**src/design/assert_macros.svh**
```systemverilog
// ----------------------------------------------------------------------------
// Assertion macros
// Shared concurrent assertion forms, clocked on clock and disabled in reset.
// ----------------------------------------------------------------------------
`ifndef ASSERT_MACROS_SVH
`define ASSERT_MACROS_SVH

// Generic property check.
`define LZWC_ASSERT(name, prop, msg) \
   name: assert property (@(posedge clock) disable iff (reset) prop) \
      else $error(msg);

// Same-cycle implication.
`define LZWC_IMPLY(name, ante, cons, msg) \
   `LZWC_ASSERT(name, (ante) |-> (cons), msg)

// Next-cycle implication.
`define LZWC_NEXT(name, ante, cons, msg) \
   `LZWC_ASSERT(name, (ante) |=> (cons), msg)

`endif

```
**src/design/lzwc_pkg.sv**
```systemverilog
`timescale 1ns / 1ps
// ----------------------------------------------------------------------------
// LZW compressor package
// Constants and types shared by the compressor's sequencer, dictionary and
// output queue.
// ----------------------------------------------------------------------------
package lzwc_pkg;

   // Default code width.
   localparam int CODE_BITS_DEFAULT = 16;

   // First dictionary code; codes below it stand for single bytes.
   localparam int FIRST_CODE = 256;

   // Width of the emitted code field and of the input byte.
   localparam int OUT_CODE_W = 16;
   localparam int BYTE_W     = 8;

   // Multiplicative hash constant for the slot index.
   localparam logic [31:0] HASH_MULT = 32'd2654435761;

   // One result item on its way to the output queue.
   typedef struct packed {
      logic [OUT_CODE_W-1:0] code;
      logic                  last;
   } out_item_type;

   // Memory commands from the sequencer to the dictionary.
   typedef struct packed {
      logic slot_rd;
      logic entry_rd;
      logic wr;
   } dict_cmd_type;

endpackage

```
**src/design/lzwc_ctrl.sv**
```systemverilog
`timescale 1ns / 1ps
// ----------------------------------------------------------------------------
// LZW sequencer
// Holds the prefix and code counter, hashes each pair, walks the probe chain
// through the dictionary and emits codes into the output queue.
// ----------------------------------------------------------------------------
`include "assert_macros.svh"

module lzwc_ctrl #(
   parameter int CODE_BITS = lzwc_pkg::CODE_BITS_DEFAULT
) (
   input  logic                        clock,
   input  logic                        reset,
   input  logic                        in_valid,
   output logic                        in_ready,
   input  logic [lzwc_pkg::BYTE_W-1:0] in_byte,
   input  logic                        in_eod,
   output logic                        emit_valid,
   output lzwc_pkg::out_item_type      emit_item,
   input  logic                        emit_space,
   output lzwc_pkg::dict_cmd_type      cmd,
   output logic [CODE_BITS:0]          rd_slot,
   output logic [CODE_BITS-1:0]        rd_code,
   output logic [CODE_BITS:0]          wr_slot,
   output logic [CODE_BITS-1:0]        wr_code,
   output logic [CODE_BITS-1:0]        wr_prefix,
   output logic [lzwc_pkg::BYTE_W-1:0] wr_byte,
   input  logic [CODE_BITS-1:0]        slot_code,
   input  logic [CODE_BITS-1:0]        entry_prefix,
   input  logic [lzwc_pkg::BYTE_W-1:0] entry_byte,
   input  logic [CODE_BITS:0]          entry_slot
);

   localparam int IDX_BITS = CODE_BITS + 1;
   localparam int KEY_W    = CODE_BITS + lzwc_pkg::BYTE_W;
   localparam logic [CODE_BITS-1:0] CODE_LIMIT = '1;
   localparam logic [CODE_BITS-1:0] FIRST_CODE = CODE_BITS'(lzwc_pkg::FIRST_CODE);

   typedef enum logic [2:0] {
      S_IDLE,
      S_PROBE,
      S_SLOT_CHK,
      S_ENTRY_CHK,
      S_MISS,
      S_FLUSH
   } state_type;

   state_type                   state_ff, state_in;
   logic [CODE_BITS-1:0]        prefix_ff, prefix_in;
   logic                        have_ff, have_in;
   logic [CODE_BITS-1:0]        next_ff, next_in;
   logic [lzwc_pkg::BYTE_W-1:0] byte_ff, byte_in;
   logic                        eod_ff, eod_in;
   logic [IDX_BITS-1:0]         slot_ff, slot_in;
   logic [CODE_BITS-1:0]        code_ff, code_in;

   logic [KEY_W-1:0] key;
   logic [31:0]      product;
   logic             accept;
   logic             slot_live;
   logic             pair_match;

   // The slot index is the top bits of the low word of key times the constant.
   assign key     = {prefix_ff, in_byte};
   assign product = 32'(key) * lzwc_pkg::HASH_MULT;

   assign in_ready = (state_ff == S_IDLE);
   assign accept   = in_valid && in_ready;

   // A slot holds a live code only inside the current stream's code range.
   assign slot_live  = (slot_code >= FIRST_CODE) && (slot_code < next_ff);
   assign pair_match = (entry_prefix == prefix_ff) && (entry_byte == byte_ff);

   assign wr_slot   = slot_ff;
   assign wr_code   = next_ff;
   assign wr_prefix = prefix_ff;
   assign wr_byte   = byte_ff;
   assign rd_code   = slot_code;

   always_comb begin
      state_in   = state_ff;
      prefix_in  = prefix_ff;
      have_in    = have_ff;
      next_in    = next_ff;
      byte_in    = byte_ff;
      eod_in     = eod_ff;
      slot_in    = slot_ff;
      code_in    = code_ff;
      cmd        = '0;
      rd_slot    = slot_ff;
      emit_valid = 1'b0;
      emit_item  = '0;

      case (state_ff)
         S_IDLE: begin
            if (accept) begin
               byte_in = in_byte;
               eod_in  = in_eod;
               slot_in = product[31 -: IDX_BITS];
               if (!have_ff) begin
                  prefix_in = CODE_BITS'(in_byte);
                  have_in   = 1'b1;
                  state_in  = in_eod ? S_FLUSH : S_IDLE;
               end else begin
                  state_in = S_PROBE;
               end
            end
         end
         S_PROBE: begin
            cmd.slot_rd = 1'b1;
            state_in    = S_SLOT_CHK;
         end
         S_SLOT_CHK: begin
            if (slot_live) begin
               cmd.entry_rd = 1'b1;
               code_in      = slot_code;
               state_in     = S_ENTRY_CHK;
            end else begin
               state_in = S_MISS;
            end
         end
         S_ENTRY_CHK: begin
            // A code whose entry names another slot is a stale leftover: empty.
            if (entry_slot != slot_ff) begin
               state_in = S_MISS;
            end else if (pair_match) begin
               prefix_in = code_ff;
               state_in  = eod_ff ? S_FLUSH : S_IDLE;
            end else begin
               rd_slot     = slot_ff + 1'b1;
               cmd.slot_rd = 1'b1;
               slot_in     = slot_ff + 1'b1;
               state_in    = S_SLOT_CHK;
            end
         end
         S_MISS: begin
            emit_valid     = 1'b1;
            emit_item.code = lzwc_pkg::OUT_CODE_W'(prefix_ff);
            emit_item.last = 1'b0;
            if (emit_space) begin
               if (next_ff < CODE_LIMIT) begin
                  cmd.wr  = 1'b1;
                  next_in = next_ff + 1'b1;
               end
               prefix_in = CODE_BITS'(byte_ff);
               state_in  = eod_ff ? S_FLUSH : S_IDLE;
            end
         end
         S_FLUSH: begin
            emit_valid     = 1'b1;
            emit_item.code = lzwc_pkg::OUT_CODE_W'(prefix_ff);
            emit_item.last = 1'b1;
            if (emit_space) begin
               prefix_in = '0;
               have_in   = 1'b0;
               next_in   = FIRST_CODE;
               state_in  = S_IDLE;
            end
         end
         default: begin
            state_in = S_IDLE;
         end
      endcase
   end

   always_ff @(posedge clock) begin
      if (reset) begin
         state_ff  <= S_IDLE;
         prefix_ff <= '0;
         have_ff   <= 1'b0;
         next_ff   <= FIRST_CODE;
      end else begin
         state_ff  <= state_in;
         prefix_ff <= prefix_in;
         have_ff   <= have_in;
         next_ff   <= next_in;
      end
   end

   always_ff @(posedge clock) begin
      byte_ff <= byte_in;
      eod_ff  <= eod_in;
      slot_ff <= slot_in;
      code_ff <= code_in;
   end

   `LZWC_NEXT(a_insert_bumps, cmd.wr, next_ff == $past(next_ff) + 1'b1, "insert did not advance code counter")
   `LZWC_IMPLY(a_insert_room, cmd.wr, next_ff < CODE_LIMIT, "insert past the code limit")
   `LZWC_IMPLY(a_entry_range, cmd.entry_rd, slot_code >= FIRST_CODE && slot_code < next_ff, "entry read outside live codes")
   `LZWC_NEXT(a_flush_clears, emit_valid && emit_space && emit_item.last, !have_ff && next_ff == FIRST_CODE, "flush left stream state")

endmodule
```
**config.mk**
```make
export PLATFORM = sky130hd
export DESIGN_NAME = lzwc_ctrl
export DESIGN_NICKNAME = d
export VERILOG_FILES = /design/src/design/lzwc_pkg.sv /design/src/design/lzwc_ctrl.sv
export VERILOG_INCLUDE_DIRS = /design/src /design/src/design
export SDC_FILE = /design/constraint.sdc
export NUM_CORES = 1
export LEC_CHECK = 0
export ABC_AREA = 1
export BUFFER_PORTS_ARGS = -buffer_cell sky130_fd_sc_hd__buf_2
export CORE_ASPECT_RATIO = 0.5
export CORE_MARGIN = 2
export CORE_UTILIZATION = 50
export DETAILED_ROUTE_END_ITERATION = 6
export PLACE_DENSITY = 0.74
export SLEW_MARGIN = 20
export SYNTH_ARGS = -nofsm -noshare
export SYNTH_HDL_FRONTEND = slang
export SYNTH_SLANG_ARGS = --single-unit
export TNS_END_PERCENT = 30
```
**constraint.sdc**
```tcl
create_clock -name clock -period 9.6 [get_ports clock]
set_input_delay 2.4 -clock clock [delete_from_list [all_inputs] [get_ports clock]]
set_output_delay 2.4 -clock clock [all_outputs]
set_load 0.005 [all_outputs]
```
After elaboration in Yosys (flattened, before gate mapping)

Index checks and enable logic that the tools add are counted.

Bits in registers: 78
Input port bits: 70
Output and inout bits: 112
Logic and storage cells: 84

$add $sub $neg: 2
$mul: 1
$lt $le $gt $ge: 3
Eq/ne operators: 15
Muxes and demuxes: 39
Reductions and logical operators: 16

Operator list:

| cell                   | number |
|---|---|
| $mux 16                | 9 |
| $mux 17                | 4 |
| $pmux 17 s2            | 2 |
| $pmux 16 s4            | 1 |
| $mul 24x32->32 const B | 1 |
| $pmux 16 s2            | 1 |
| $mux 3                 | 9 |
| $pmux 3 s6             | 1 |
| $add 17x1->17 const B  | 1 |
| $ne 17x17->1           | 1 |
| $add 16x1->16 const B  | 1 |
| $eq 16x16->1           | 1 |
| $ge 16x9->1 const B    | 1 |
| $lt 16x16->1           | 1 |
| $lt 16x16->1 const B   | 1 |
| $ne 2x2->1 const B     | 6 |
| $mux 1                 | 10 |
| $eq 8x8->1             | 1 |
| $reduce_and 7->1       | 1 |
| $eq 3x2->1 const B     | 2 |
| $eq 3x3->1 const B     | 2 |
| $reduce_and 2->1       | 3 |
| $reduce_and 3->1       | 2 |
| $reduce_bool 2->1      | 3 |
| 8 further kinds        | 11 |

Longest topological paths before layout

Word-level depth: 5
Gate-level depth with buffers: 27
Mapped depth without buffers: 27

Worst setup path before layout

No wires, ideal clock.

Kind: input to register
Start: in in_byte[3] (netlist name)
End: reg slot_ff[10], in the netlist wr_slot[10], data pin
Data arrival time: 7.610 ns
Slack: 1.736 ns
Cell stages on the path: 22
Buffers on the path: 0
Path through: fa_1 -> inv_1 -> fa_1 -> inv_1 -> fa_1 -> fa_1 -> inv_1 -> fa_1 -> inv_1 -> fa_1 -> inv_1 -> fa_1 -> inv_1 -> ha_1 -> a21o_1 -> a21oi_1 -> o21ai_0 -> nand2_1 -> nand3_1 -> or2_2 -> nand3_1 -> nand2_1

Word-level cells in the longest chain between the ends: 3

RTL lines:

| item                   | line             | text |
|---|---|---|
| start: declaration     | lzwc_ctrl.sv:16  | `input logic [lzwc_pkg::BYTE_W-1:0] in_byte,` |
| $mul 24x32->32         | lzwc_ctrl.sv:65  | `assign product = 32'(key) * lzwc_pkg::HASH_MULT;` |
| $mux 17                | lzwc_ctrl.sv:96  | `if (accept) begin` |
| $pmux 17 s2            | lzwc_ctrl.sv:94  | `case (state_ff)` |
| named net slot_in[10]  | lzwc_ctrl.sv:54  | `logic [IDX_BITS-1:0] slot_ff, slot_in;` |
| end signal: assignment | lzwc_ctrl.sv:183 | `slot_ff <= slot_in;` |
| end: declaration       | lzwc_ctrl.sv:54  |  |

The timed path passes the listed nets, and every way through them passes these cells. The select of a mux whose other input is x is not followed.
A chain may end at the register's enable or synchronous reset.

Worst setup path after layout

Ends and elaborated chain as after synthesis.

==> flow_summary_export.csv <==
group,metric,value,unit
status,outcome,"completed",
logic_synthesis,synth_xor_area_share,4.93,%
logic_synthesis,post-synth-top-area-cell,"fa_1",
logic_synthesis,ys_seq_area_share,14.6,%
clock_network,postCtsSetupBuffers,0,
global_routing,grt_pass1_wl,59600,microns
logic_synthesis,synth_top_family_by_area,"adder cells",
sta,tightest_slew,0.894,ns
clock_network,insertion_delay,0.36,ns
logic_synthesis,synth_top_area_share,26.2,%
worst_hold_path,min_from,"have_ff",
worst_hold_path,hold_depth,2,
logic_synthesis,synth_edf_count,42,
logic_synthesis,synth.distinct_cells,49,
floorplan,ios,182,
logic_synthesis,syn_inst,1707,
sta,rsz0062_at_grt,"false",
route,drt_iter0_drc,677,
clock_network,root_buffer,"clkbuf_16",
route,drtAntennaViolNets,0,
sta,fin_crit_sh,83.2,%
final_layout,diodes,0,
sta,fmax,125,MHz
logic_synthesis,yosys.area_share.simple,18.9,%
clock_network,cts_tree,"done",
global_routing,track_usage,27.2,%
worst_setup_path,critical_path_class,"input pin to register",
final_layout,fill_cells,2465,
global_routing,grt_pass1_vias,11200,
worst_setup_path,cp-start-kind,"input pin",
route,vias,11500,
logic_synthesis,yosys.cell_count.top_type,"inv_1",
worst_setup_path,critPathMaxFanout,7,
final_layout,drive_above_1_share,13.1,%
logic_synthesis,synthTopCellsByArea,"fa_1 (26%), ha_1 (15%), inv_1 (12%)",
final_layout,final_cells,2216,
place,dp.cells,2200,
clock_network,clk_transition_reported_paths,0.06,ns
logic_synthesis,ys_ff_latch,78,
sta,fin_tns_setup,0,ns
floorplan,initial_core_util,51.1,%
clock_network,hold_buffers,0,
floorplan,dieHeight,121,microns
worst_setup_path,r2r_setup_slack,3.07,ns
floorplan,fp.coreArea,0.0266,sq mm
logic_synthesis,ys_top_cells_by_count,"inv_1 (419), nand2_1 (318), fa_1 (178)",
route,drc_errors,0,
final_layout,nets,2266,
final_layout,syn_to_final_growth,10.1,%
sta,clock_skew,0.0118,ns
logic_synthesis,yosys_warnings,0,
clock_network,cts_resized,0,
place,place_congestion,0.984,
clock_network,htree_levels,3,
logic_synthesis,synth_compound_area_share,6.78,%
logic_synthesis,syn_avg_cell_area,7.96,sq um
logic_synthesis,synthesis.nets,2114,
clock_network,ctsLongestPathBuffers,2,
clock_network,cts_sinks,78,
logic_synthesis,synth-main-ff-cell,"edfxtp_1",
final_layout,multi_input_area,0.00972,sq mm
floorplan,die_area,0.0286,sq mm
floorplan,std_cell_rows,42,
floorplan,die_w,237,microns
worst_hold_path,whs_endpoint,"have_ff",
worst_setup_path,reg2reg_depth,21,
logic_synthesis,netlist_area,0.0136,sq mm
sta,final_hold_viol_count,0,
logic_synthesis,synth_mux_area_share,0,%
place,dp_hpwl,32000,microns
global_routing,antenna_found_initial,0,
clock_network,cts_buffers,9,
route,drt_wl_total,37900,microns
route,wl_per_cell,17.1,microns
final_layout,utilization,56.3,%
sta,setup_viol,0,
global_routing,overflow,0,
worst_setup_path,worstSetupEndpointType,"register",
sta,slew_violations,0,
route,avgViaCountPerCell,5.20,
worst_hold_path,hp-class,"register to register",
route,dr.pass1.iters,5,
logic_synthesis,async_flop_share,0,%
worst_setup_path,rr_endpoint,"wr_slot[16]",
sta,max_slew_margin,40.2,%
place,io_buffers,181,
worst_setup_path,setup.worst_path.start,"in_byte[3]",
sta,fin_crit,7.99,ns
global_routing,grt_max_degree,47,
final_layout,seqCellArea,0.00198,sq mm
worst_setup_path,r2r-start,"wr_prefix[4]",
flow_run,max-cap-violations,0,
worst_setup_path,cp.required,9.70,ns
logic_synthesis,synthAdderAreaFrac,40.9,%
worst_setup_path,critical_path_arrival,8.09,ns
-- flip-flops by register name, summed over array words and instances, names as in the netlist --
register and count:
wr_code 16, have_ff 1, code_ff 16, wr_byte 8, wr_slot 17, eod_ff 1, wr_prefix 16, state_ff 3
-- critical path, stage by stage --
cell,delay (ns)
buf_2,0.16
fa_1,0.66
inv_1,0.16
fa_1,0.55
inv_1,0.05
fa_1,0.46
fa_1,0.51
inv_1,0.05
fa_1,0.47
inv_1,0.05
fa_1,0.53
inv_1,0.05
fa_1,0.52
inv_1,0.04
ha_1,0.35
a21o_1,0.22
a21oi_1,0.20
o21ai_0,0.12
nand2_1,0.07
nand3_1,0.07
or2_2,0.27
nand3_1,0.06
nand2_1,0.06
-- cell usage in the layout (no fill, tap or decap), types with 3 or more instances in the layout --
master / instances
xnor2_1: 29
nand2_2: 8
o211ai_1: 4
nand4_1: 15
buf_2: 181
xnor2_2: 3
or2_2: 5
nor3_1: 24
o21ai_0: 55
nor2_1: 94
a21o_1: 7
clkbuf_16: 9
o21a_1: 4
xor2_1: 42
nor3_2: 9
nor4_1: 7
nand2_1: 318
o21ai_1: 14
a31oi_1: 4
fa_1: 178
nand3_1: 80
edfxtp_1: 42
clkinv_1: 3
ha_1: 159
a21oi_1: 72
inv_2: 8
dfxtp_1: 36
nand3b_1: 5
inv_1: 419
-- cell type report --
cell class                 instances  area share (%)
tap                              352            2.94
inverter                         429            10.8
clock inverter                     6           0.410
multi-input combinational       1158            65.0
sequential                        78            13.2
timing repair buffer             183            6.15
clock buffer                      10            1.53
-- metal layers --
| metal | vias up | share of wire (%) | track usage, % |
|---|---|---|---|
| li1 | 5546 | - | - |
| met1 | 5468 | 44 | 37.5 |
| met2 | 453 | 44 | 43.5 |
| met3 | 52 | 9.2 | 6.42 |
| met4 | 0 | 2.1 | 6.60 |
| met5 | - | 0 | 0 |
-- how the worst max path moves through the flow --
| stage | end | slack, ns | depth (start not counted) |
|---|---|---|---|
| CTS | wr_slot[10] | 1.61 | 23 |
| global route | wr_slot[10] | 1.26 | 23 |
| global placement | wr_slot[10] | 1.30 | 23 |
| finish | wr_slot[10] | 1.61 | 23 |
| floorplan | wr_slot[10] | 1.74 | 22 |
| detailed placement | wr_slot[10] | 1.24 | 23 |
-- logic make-up after synthesis --
| logic type | count (synthesis) |
|---|---|
| XOR/XNOR | 74 |
| AO/OA/AOI/OAI | 168 |
| AND/OR/NAND/NOR | 579 |
| buffers and inverters | 471 |
| adder cells (fa/ha/maj) | 337 |
| flip-flops | 78 |
-- metrics by stage --
step	setup WS, ns	area (sq um)	hold WS (ns)
5_1_grt	1.26	15000	0.514
6_report	1.61	15000	0.490
3_5_place_dp	1.24	14700	0.476
2_1_floorplan	1.74	13600	0.449
4_1_cts	1.61	15000	0.490
3_3_place_gp	1.30	14700	0.463
Power is left out: the tool's default activity adds up to more than one toggle a clock period on the data nets, which glitch-free logic cannot reach.
