[config.mk]
export PLATFORM = sky130hd
export DESIGN_NAME = lzwc_out_queue
export DESIGN_NICKNAME = d
export VERILOG_FILES = /design/src/design/lzwc_pkg.sv /design/src/design/lzwc_out_queue.sv
export VERILOG_INCLUDE_DIRS = /design/src /design/src/design
export SDC_FILE = /design/constraint.sdc
export NUM_CORES = 1
export LEC_CHECK = 0
export ABC_CLOCK_PERIOD_IN_PS = 2270
export BUFFER_PORTS_ARGS = -buffer_cell sky130_fd_sc_hd__buf_2
export CELL_PAD_IN_SITES_DETAIL_PLACEMENT = 1
export CELL_PAD_IN_SITES_GLOBAL_PLACEMENT = 1
export CORE_UTILIZATION = 45
export DETAILED_ROUTE_END_ITERATION = 6
export GPL_TIMING_DRIVEN = 0
export PLACE_DENSITY_LB_ADDON = 0.1
export SLEW_MARGIN = 15
export SYNTH_ARGS = -nofsm -noshare
export SYNTH_HDL_FRONTEND = slang
export SYNTH_SLANG_ARGS = --single-unit
[constraint.sdc]
create_clock -name clock -period 2.27 [get_ports clock]
set_input_delay 0.3405 -clock clock [delete_from_list [all_inputs] [get_ports clock]]
set_output_delay 0.3405 -clock clock [all_outputs]
set_load 0.01 [all_outputs]
[src/design/assert_macros.svh]
// ----------------------------------------------------------------------------
// Assertion macros
// Shared concurrent assertion forms, clocked on clock and disabled in reset.
// ----------------------------------------------------------------------------
`ifndef ASSERT_MACROS_SVH
`define ASSERT_MACROS_SVH

// Generic property check.
`define LZWC_ASSERT(name, prop, msg) \
   name: assert property (@(posedge clock) disable iff (reset) prop) \
      else $error(msg);

// Same-cycle implication.
`define LZWC_IMPLY(name, ante, cons, msg) \
   `LZWC_ASSERT(name, (ante) |-> (cons), msg)

// Next-cycle implication.
`define LZWC_NEXT(name, ante, cons, msg) \
   `LZWC_ASSERT(name, (ante) |=> (cons), msg)

`endif

[src/design/lzwc_pkg.sv]
`timescale 1ns / 1ps
// ----------------------------------------------------------------------------
// LZW compressor package
// Constants and types shared by the compressor's sequencer, dictionary and
// output queue.
// ----------------------------------------------------------------------------
package lzwc_pkg;

   // Default code width.
   localparam int CODE_BITS_DEFAULT = 16;

   // First dictionary code; codes below it stand for single bytes.
   localparam int FIRST_CODE = 256;

   // Width of the emitted code field and of the input byte.
   localparam int OUT_CODE_W = 16;
   localparam int BYTE_W     = 8;

   // Multiplicative hash constant for the slot index.
   localparam logic [31:0] HASH_MULT = 32'd2654435761;

   // One result item on its way to the output queue.
   typedef struct packed {
      logic [OUT_CODE_W-1:0] code;
      logic                  last;
   } out_item_type;

   // Memory commands from the sequencer to the dictionary.
   typedef struct packed {
      logic slot_rd;
      logic entry_rd;
      logic wr;
   } dict_cmd_type;

endpackage

[src/design/lzwc_out_queue.sv]
`timescale 1ns / 1ps
// ----------------------------------------------------------------------------
// LZW output queue
// Two-entry queue between the sequencer and the result channel.
// ----------------------------------------------------------------------------
`include "assert_macros.svh"

module lzwc_out_queue (
   input  logic                   clock,
   input  logic                   reset,
   input  logic                   push_valid,
   input  lzwc_pkg::out_item_type push_item,
   output logic                   push_space,
   output logic                   rsp_tvalid,
   input  logic                   rsp_tready,
   output logic [15:0]            rsp_tdata,   // code[15:0]
   output logic                   rsp_tlast    // last
);

   lzwc_pkg::out_item_type entries_ff [2];
   logic       wr_ptr_ff, wr_ptr_in;
   logic       rd_ptr_ff, rd_ptr_in;
   logic [1:0] count_ff, count_in;
   logic       push, pop;

   assign push_space = (count_ff != 2'd2);
   assign push       = push_valid && push_space;
   assign rsp_tvalid = (count_ff != 2'd0);
   assign pop        = rsp_tvalid && rsp_tready;
   assign rsp_tdata  = entries_ff[rd_ptr_ff].code;
   assign rsp_tlast  = entries_ff[rd_ptr_ff].last;

   always_comb begin
      wr_ptr_in = push ? ~wr_ptr_ff : wr_ptr_ff;
      rd_ptr_in = pop  ? ~rd_ptr_ff : rd_ptr_ff;
      count_in  = count_ff;
      if (push && !pop) begin
         count_in = count_ff + 2'd1;
      end else if (pop && !push) begin
         count_in = count_ff - 2'd1;
      end
   end

   always_ff @(posedge clock) begin
      if (reset) begin
         wr_ptr_ff <= 1'b0;
         rd_ptr_ff <= 1'b0;
         count_ff  <= 2'd0;
      end else begin
         wr_ptr_ff <= wr_ptr_in;
         rd_ptr_ff <= rd_ptr_in;
         count_ff  <= count_in;
      end
   end

   always_ff @(posedge clock) begin
      if (push) begin
         entries_ff[wr_ptr_ff] <= push_item;
      end
   end

   `LZWC_NEXT(a_push_hold, push_valid && !push_space, push_valid, "waiting item dropped")
   `LZWC_NEXT(a_count_up, push && !pop, count_ff == $past(count_ff) + 2'd1, "lost a push")
   `LZWC_IMPLY(a_ptr_gap, count_ff == 2'd0, wr_ptr_ff == rd_ptr_ff, "pointers diverged")

endmodule

== Yosys cells after proc, flatten, opt, wreduce, memory -nomap -nowiden ==
Memories as Yosys holds them, arrays and structs flattened. A register that Yosys moved wholly into a read port is not among the register bits.
Index checks and enable logic that the tools add are counted.

* Add/sub/neg operators: 2
* Bitwise logic cells: 2
* Reductions and logical operators: 8
* Eq/ne operators: 1
* Multiplexer cells: 6

{| class="wikitable"
|+ Operators with widths
! operator !! count
|-
| logical AND 1 bit || 4
|-
| two-way mux 1 bit || 4
|-
| two-way mux 2 bit || 2
|-
| nonzero test 2 bit || 2
|-
| adder 2 x 1 -> 2 bit (second input constant) || 1
|-
| zero test 1 bit || 2
|-
| != test 2 bit (second input constant) || 1
|-
| inverter 1 bit || 2
|-
| subtractor 2 x 1 -> 2 bit (second input constant) || 1
|}

* Register bits after elaboration: 4
* Output and inout bits: 19
* RAM bits: 34
* Logic and storage cells: 23
* Memories kept: 1

{| class="wikitable"
|+ Memory list
! memory !! words !! bits a word !! read ports !! clocked after Yosys merged registers in !! wr ports !! line !! source
|-
| entries_ff || 2 || 17 || 1 || 1 || 1 || lzwc_out_queue.sv:20 || <nowiki>lzwc_pkg::out_item_type entries_ff [2];</nowiki>
|}

== Longest topological paths before layout ==
Gate-level depths: netlist of run 1.

* Depth in word-level cells: 6
* Gate-level depth with buffers: 6

== Least setup slack after synthesis of run 1 ==
Ideal clock, no wire load.

* Kind: reg2reg
* Start point: reg count_ff[0]
* End point: reg count_ff[1]
* Arrival time: 1.512 ns
* Cell stages (with the launch flop): 6
* Period minus slack after synthesis: 1.582 ns
* Slack: 0.688 ns
* Cell sequence: dfxtp_1 -> nand2b_1 -> and2_1 -> ha_1 -> or3_1 -> a21oi_1

* Longest elaborated chain between the ends: 5
* Elaborated cells on any way between the ends: 13
* Classes of those cells: add/sub: 2; eq/ne: 1; mux: 2; reduce/logical: 8

{| class="wikitable"
|+ Ends and longest elaborated chain
! element !! line !! source
|-
| from (decl) || lzwc_out_queue.sv:23 || <nowiki>logic [1:0] count_ff, count_in;</nowiki>
|-
| from (signal assigned) || lzwc_out_queue.sv:52 || <nowiki>count_ff <= count_in;</nowiki>
|-
| != test 2 bit * || lzwc_out_queue.sv:26 || <nowiki>assign push_space = (count_ff != 2'd2);</nowiki>
|-
| via push_space || lzwc_out_queue.sv:13 || <nowiki>output logic push_space,</nowiki>
|-
| logical AND 1 bit * || lzwc_out_queue.sv:27 || <nowiki>assign push = push_valid && push_space;</nowiki>
|-
| via push || lzwc_out_queue.sv:24 || <nowiki>logic push, pop;</nowiki>
|-
| zero test 1 bit || lzwc_out_queue.sv:39 || <nowiki>end else if (pop && !push) begin</nowiki>
|-
| logical AND 1 bit || lzwc_out_queue.sv:39 ||
|-
| nonzero test 2 bit (no source line) || n/a ||
|}

The timed path passes the listed nets; every way through them passes the cells marked *. The select of a mux whose other input is x is not followed.
A chain may end at the register's enable or synchronous reset.

==> summary.md, run 1 <==
| Metric | Value |
|---|---|
| Number of cell rows | `20` |
| Period utilization | `0.838` |
| DRT Pass-1 Iters | `2` |
| Maximum clock rate | `526 MHz` |
| Largest net degree at the start of global routing | `18` |
| Critical path arrival | `1.56 ns` |
| I/O Pins | `40` |
| RSZ-0062 raised after global routing | `no` |
| YS warnings | `0` |
| Status | `completed` |
| GRT Total Usage | `0.159` |
| Worst r2r dst | `entries_ff[1][15]$_DFFE_PP_` |
| RePlAce Congestion | `0.623` |
| CTS max path bufs | `2` |
| Top cell by count, worst path | `buf_2` |
| Depth of the most critical reg-to-reg path | `2` |
| Crit path cell chain | `buf_2, buf_4, mux2_2, buf_2` |
| Cts hold-fix bufs | `0` |
| Clock Sinks | `39` |
| Pwr dens | `1020 mW/mm^2` |
| Worst Hold Class | `in2reg` |
| Final Hold Viols | `0` |
| Starting Density | `0.474` |
| Vias | `790` |
| Die width | `58.7 microns` |
| Final Max Tran Viols | `0` |
| Buffers on Ports | `39` |
| Critical Path RT | `1.93 ns` |
| # nets final | `145` |
| TNS Setup | `0 ns` |
| Post-synthesis register bit count | `39` |
| FFs w/ async S/R, synth | `0` |
| Tightest Pin Transition | `0.798 ns` |
| CTS resizes | `0` |
| Distinct cells, synth | `18` |
| CTS tree | `built` |
| Die height | `58.7 microns` |
| Post-synth top cells | `34 x edfxtp_1, 17 x mux2_2, 5 x dfxtp_1` |
| Reg-to-reg slack, setup | `0.57 ns` |
| CP top delay family | `buffers and inverters` |
| First-pass GRT wire length | `3.71 mm` |
| GRT overflow | `0` |
| Post-Synthesis Cell Area | `0.00145 sq mm` |
| # DRC | `0` |
| Drt wl/cell | `13.8 microns` |
| Share of cells above drive strength 1 | `0.532` |
| Syn_nets | `99` |
| CP max-delay cell | `mux2_2` |
| Vias in the first global route | `820` |
| Post-synth EDFFs | `34` |
| Clock Latency Late Sink | `0.33 ns` |
| Final WL | `2.31 mm` |
| Most common cell in the synthesized netlist | `edfxtp_1` |
| Post-layout min period | `1.90 ns` |
| Post-route ant nets | `0` |
| Crit path max fanout | `10` |
| CTS Buf Count | `5` |
| Avg Cell Area, Syn | `18.8 sq um` |
| Initial DRC Count | `9` |
| Post-synth top area share | `0.705` |
| Synth Flop Type | `edfxtp_1` |
| Worst path depth | `4` |
| Post-CTS Setup Inserts | `0` |
| Vias/cell | `4.70` |
| CP max stage delay | `0.35 ns` |
| Worst r2r src | `count_ff[0]$_SDFFE_PP0P_` |
| Largest area contributor in the netlist | `edfxtp_1` |
| Crit start category | `register` |
| Die area | `0.00345 sq mm` |
| Final setup skew | `0.00891 ns` |
| Syn Inst Count | `77` |
| MaxCap Viol Count | `0` |
| Slew headroom | `0.468` |
| Initial antenna violation count | `0` |
| Clock root buffer master | `clkbuf_4` |
| Maximum VDD drop | `0.520 mV` |
| Setup violators final | `0` |
| Crit Path Category | `reg2out` |
| LEAKAGE | `0.674 nW` |
| Synth top area cells | `edfxtp_1 71%, mux2_2 13%, dfxtp_1 6.9%` |
| Crit path to | `rsp_tdata[6]` |
| CORE AREA | `0.00305 sq mm` |
| Total power | `0.00179 W` |
| Antenna cells | `0` |
| Bufs and invs on worst path | `3` |
| Clock Pin Slew Worst Setup and Hold Paths | `0.11 ns` |
| Seq/Total Area, Yosys | `0.774` |
| H-tree levels | `2` |
| Setup crit end kind | `output port` |
| Area Growth Syn to Fin | `20.7%` |
[placed cells by master, fill, tap and decap left out]
cell      count
clkinv_2      1
and2_1        1
clkbuf_1      2
nand2b_1      1
nand3b_1      1
ha_1          1
buf_4         1
or2_2         1
o21ai_0       2
inv_1         1
or3_1         1
xor2_1        3
clkbuf_4      5
edfxtp_1     34
nor2_1        3
and3_1        1
mux2_2       17
buf_2        40
a21bo_2       1
dfxtp_1       5
a21oi_1       2
[cell type report]
| cell class | count | area [sq um] |
|---|---|---|
| multi-input combinational | 35 | 310 |
| timing repair buffer | 39 | 195 |
| fill | 322 | 1310 |
| buffer | 2 | 12.5 |
| inverter | 1 | 3.75 |
| tap | 44 | 55.1 |
| clock inverter | 1 | 5.00 |
| clock buffer | 7 | 45.0 |
| sequential | 39 | 1120 |
[through the flow]
stage | worst slack [ns] | util | std cells | instance area (sq um) | hold WS, ns
final | 0.369 | 0.573 | 168 | 1750 | 0.188
after global routing | 0.251 | 0.573 | 168 | 1750 | 0.156
after CTS | 0.314 | 0.573 | 168 | 1750 | 0.169
after detailed placement | 0.535 | 0.556 | 160 | 1700 | 0.512
after global placement | 0.568 | 0.556 | 160 | 1700 | 0.489
after floorplan | 0.688 | - | 77 | 1450 | 0.410
[worst min path at each step]
stage,start,to,cells past startpoint
after global placement,rd_ptr_ff$_SDFFE_PP0P_,rd_ptr_ff$_SDFFE_PP0P_,2
after detailed placement,rd_ptr_ff$_SDFFE_PP0P_,rd_ptr_ff$_SDFFE_PP0P_,2
after CTS,push_item[4],entries_ff[1][4]$_DFFE_PP_,1
after floorplan,reset,count_ff[1]$_SDFFE_PP0P_,1
after global routing,push_item[8],entries_ff[1][8]$_DFFE_PP_,1
final,push_item[8],entries_ff[1][8]$_DFFE_PP_,1
[where the power goes]
part	switching [W]	leakage, nW	internal, W	total, W
logic	0.000274	0.286	0.000254	0.000529
clock network	0.000203	0.0293	0.000121	0.000324
registers	0.0000361	0.359	0.000902	0.000938
[layer usage]
layer | track usage | vias to the layer above | wire [microns]
li1 | - | 383 | -
met1 | 0.154 | 380 | 856
met2 | 0.274 | 25 | 1270
met3 | 0.0813 | 2 | 160
met4 | 0.0816 | 0 | 28
met5 | 0 | - | 0
[worst reg2reg max path, cell delays in order (launching register included)]
cell and delay [ns]:
dfxtp_1 0.41, nand2b_1 0.21, and3_1 0.71
[logic make-up (layout without fill, tap and decap cells)]
kind of cell,Yosys count,after routing,synth area share
buf+inv,3,50,0.0112
fa+ha+maj,1,1,0.00864
mux,17,17,0.132
xor+xnor,3,3,0.0182
flops,39,39,0.774
simple gates,9,9,0.0346
compound gates,5,5,0.0207
[registers in the layout (all words and copies together) (netlist names), named ones only]
register / flops
wr_ptr_ff: 1
entries_ff: 34
rd_ptr_ff: 1
count_ff: 2
Power figures use the tool's default switching activity.
==> run 2, diff against run 1 <==
--- a/config.mk
+++ b/config.mk
@@ -6,11 +6,11 @@
 export SDC_FILE = /design/constraint.sdc
 export NUM_CORES = 1
 export LEC_CHECK = 0
-export ABC_CLOCK_PERIOD_IN_PS = 2270
+export ABC_CLOCK_PERIOD_IN_PS = 1900
 export BUFFER_PORTS_ARGS = -buffer_cell sky130_fd_sc_hd__buf_2
 export CELL_PAD_IN_SITES_DETAIL_PLACEMENT = 1
 export CELL_PAD_IN_SITES_GLOBAL_PLACEMENT = 1
-export CORE_UTILIZATION = 45
+export CORE_UTILIZATION = 42
 export DETAILED_ROUTE_END_ITERATION = 6
 export GPL_TIMING_DRIVEN = 0
 export PLACE_DENSITY_LB_ADDON = 0.1
==> constraint.sdc (replaced) <==
create_clock -name clock -period 1.9 [get_ports clock]
set_input_delay 0.285 -clock clock [delete_from_list [all_inputs] [get_ports clock]]
set_output_delay 0.285 -clock clock [all_outputs]
set_load 0.01 [all_outputs]
==> run 2 against run 1 <==
Against the previous run: combinational power grew 22%; final area grew 1.9%; clock power grew 61%; sequential share of layout area shrank 1.2 points; non-clock buffer count is the same; power grew 28%; register-to-register slack lost 0.41 ns; cell count is the same; clock skew shrank 0.0034 ns; sequential power grew 20%; critical path type unchanged.
==> summary.md, run 2 (synthesized netlist as in run 1, its figures left out) <==
| Metric | Value |
|---|---|
| Post-route ant nets | `0` |
| # DRC | `0` |
| Post-layout min period | `1.79 ns` |
| Hold depth | `1` |
| CP top delay family | `buffers and inverters` |
| CP max-delay cell | `mux2_2` |
| Min Hold Slack | `0.135 ns` |
| CTS tree | `built` |
| Final Max Tran Viols | `0` |
| Final setup margin | `0.107 ns` |
| Critical path arrival | `1.51 ns` |
| Critical Path RT | `1.62 ns` |
| Clock Pin Slew Worst Setup and Hold Paths | `0.11 ns` |
| LEAKAGE | `0.688 nW` |
| Crit start category | `register` |
| CP max stage delay | `0.35 ns` |
| First-pass GRT wire length | `3.68 mm` |
| Clock Latency Late Sink | `0.33 ns` |
| Final Hold Viols | `0` |
| Commonest non-fill, non-tap cell in the layout | `buf_2` |
| Pwr dens | `1290 mW/mm^2` |
| Maximum clock rate | `558 MHz` |
| Antenna cells | `0` |
| Area Growth Syn to Fin | `23.0%` |
| Final setup skew | `0.00550 ns` |
| Die height | `60.7 microns` |
| Period utilization | `0.944` |
| DRT Pass-1 Iters | `3` |
| Clock root buffer master | `clkbuf_4` |
| Share of cells above drive strength 1 | `0.540` |
| Regs by FF count | `entries_ff (34), count_ff (2)` |
| Drt wl/cell | `14.7 microns` |
| Status | `completed` |
| Die area | `0.00369 sq mm` |
| Initial DRC Count | `17` |
| TNS Setup | `0 ns` |
| Maximum VDD drop | `0.675 mV` |
| Initial antenna violation count | `0` |
| Starting Density | `0.459` |
| GRT Total Usage | `0.148` |
| CTS Buf Count | `5` |
| Buffers on Ports | `39` |
| Vias | `807` |
| Bufs and invs on worst path | `3` |
| Setup violators final | `0` |
| Vias/cell | `4.80` |
| H-tree levels | `2` |
| Cts hold-fix bufs | `0` |
| Max reg flops | `34` |
| RSZ-0062 raised after global routing | `no` |
| RePlAce Congestion | `0.583` |
| Tightest Pin Transition | `0.823 ns` |
| Setup crit end kind | `output port` |
| Depth of the most critical reg-to-reg path | `2` |
| Clock Sinks | `39` |
| Commonest cells after routing, fill and taps aside | `39 x buf_2, 34 x edfxtp_1, 17 x mux2_2` |
| Number of cell rows | `20` |
| Worst path depth | `4` |
| Largest net degree at the start of global routing | `18` |
| MaxCap Viol Count | `0` |
| GRT overflow | `0` |
| Pre-CTS WS | `0.145 ns` |
| Final WL | `2.47 mm` |
| Reg-to-reg slack, setup | `0.16 ns` |
| Die width | `60.7 microns` |
| Crit path cell chain | `clkbuf_4, buf_6, mux2_2, buf_2` |
| HPWL after detailed placement | `1.73 mm` |
| I/O Pins | `40` |
| CORE AREA | `0.00315 sq mm` |
| Fillers | `343` |
| Post-CTS Setup Inserts | `0` |
| CTS max path bufs | `2` |
| Largest Register | `entries_ff` |
| Worst Hold Class | `in2reg` |
| Crit path max fanout | `10` |
| # nets final | `145` |
| Crit Path Category | `reg2out` |
| Vias in the first global route | `784` |
| Slew headroom | `0.452` |
[run 2: cell types whose count changed in the layout (fill, tap and decap cells not counted), sizes merged]
| cell | before | now |
|---|---|---|
| clkinv | 1 | 2 |
| bufinv | 0 | 1 |
| buf | 41 | 40 |
| clkbuf | 7 | 6 |
[run 2: cell type report]
type / instances / area [sq um] / share of cell area
buffer: 2 / 18.8 / 0.0105
clock buffer: 5 / 37.5 / 0.0211
clock inverter: 3 / 38.8 / 0.0218
inverter: 1 / 3.75 / 0.00211
multi-input combinational: 35 / 310 / 0.174
sequential: 39 / 1120 / 0.630
tap: 44 / 55.1 / 0.0309
timing repair buffer: 39 / 195 / 0.110
[run 2: timing repair]
item,CTS,global route
endpoints found under the setup margin,1,1
resized for setup,1,1
gates cloned,0,0
[run 2: per-stage QoR]
| step | total power (W) | std cells | utilization | instance area (sq um) |
|---|---|---|---|---|
| after floorplan | 0.00155 | 77 | - | 1450 |
| after CTS | 0.00232 | 168 | 0.564 | 1780 |
| after global placement | 0.00176 | 160 | 0.538 | 1700 |
| after global routing | 0.00240 | 168 | 0.565 | 1780 |
| after detailed placement | 0.00179 | 160 | 0.538 | 1700 |
| final | 0.00229 | 168 | 0.565 | 1780 |
[run 2: worst reg2reg max path: stages (launching register included)]
cell and delay, ns:
dfxtp_1 0.44, nand2b_1 0.22, and3_1 0.73
[run 2: path summary, 6_finish.rpt]
kind / from / endpoint
worst max-delay path: register / rsp_tdata[5]
worst min-delay path: push_item[13] / entries_ff[0][13]$_DFFE_PP_
worst max register to register: count_ff[0]$_SDFFE_PP0P_ / entries_ff[1][4]$_DFFE_PP_
worst min register to register: rd_ptr_ff$_SDFFE_PP0P_ / rd_ptr_ff$_SDFFE_PP0P_
[run 2: power breakdown]
group,switching [W],internal (W)
logic,0.000332,0.000313
clock network,0.000252,0.000271
registers,0.0000478,0.00108
[run 2: routing by layer]
metal / GRT usage / routed length [microns]
met1: 0.151 / 898
met2: 0.268 / 1390
met3: 0.0554 / 154
met4: 0.0682 / 26
met5: 0 / 0
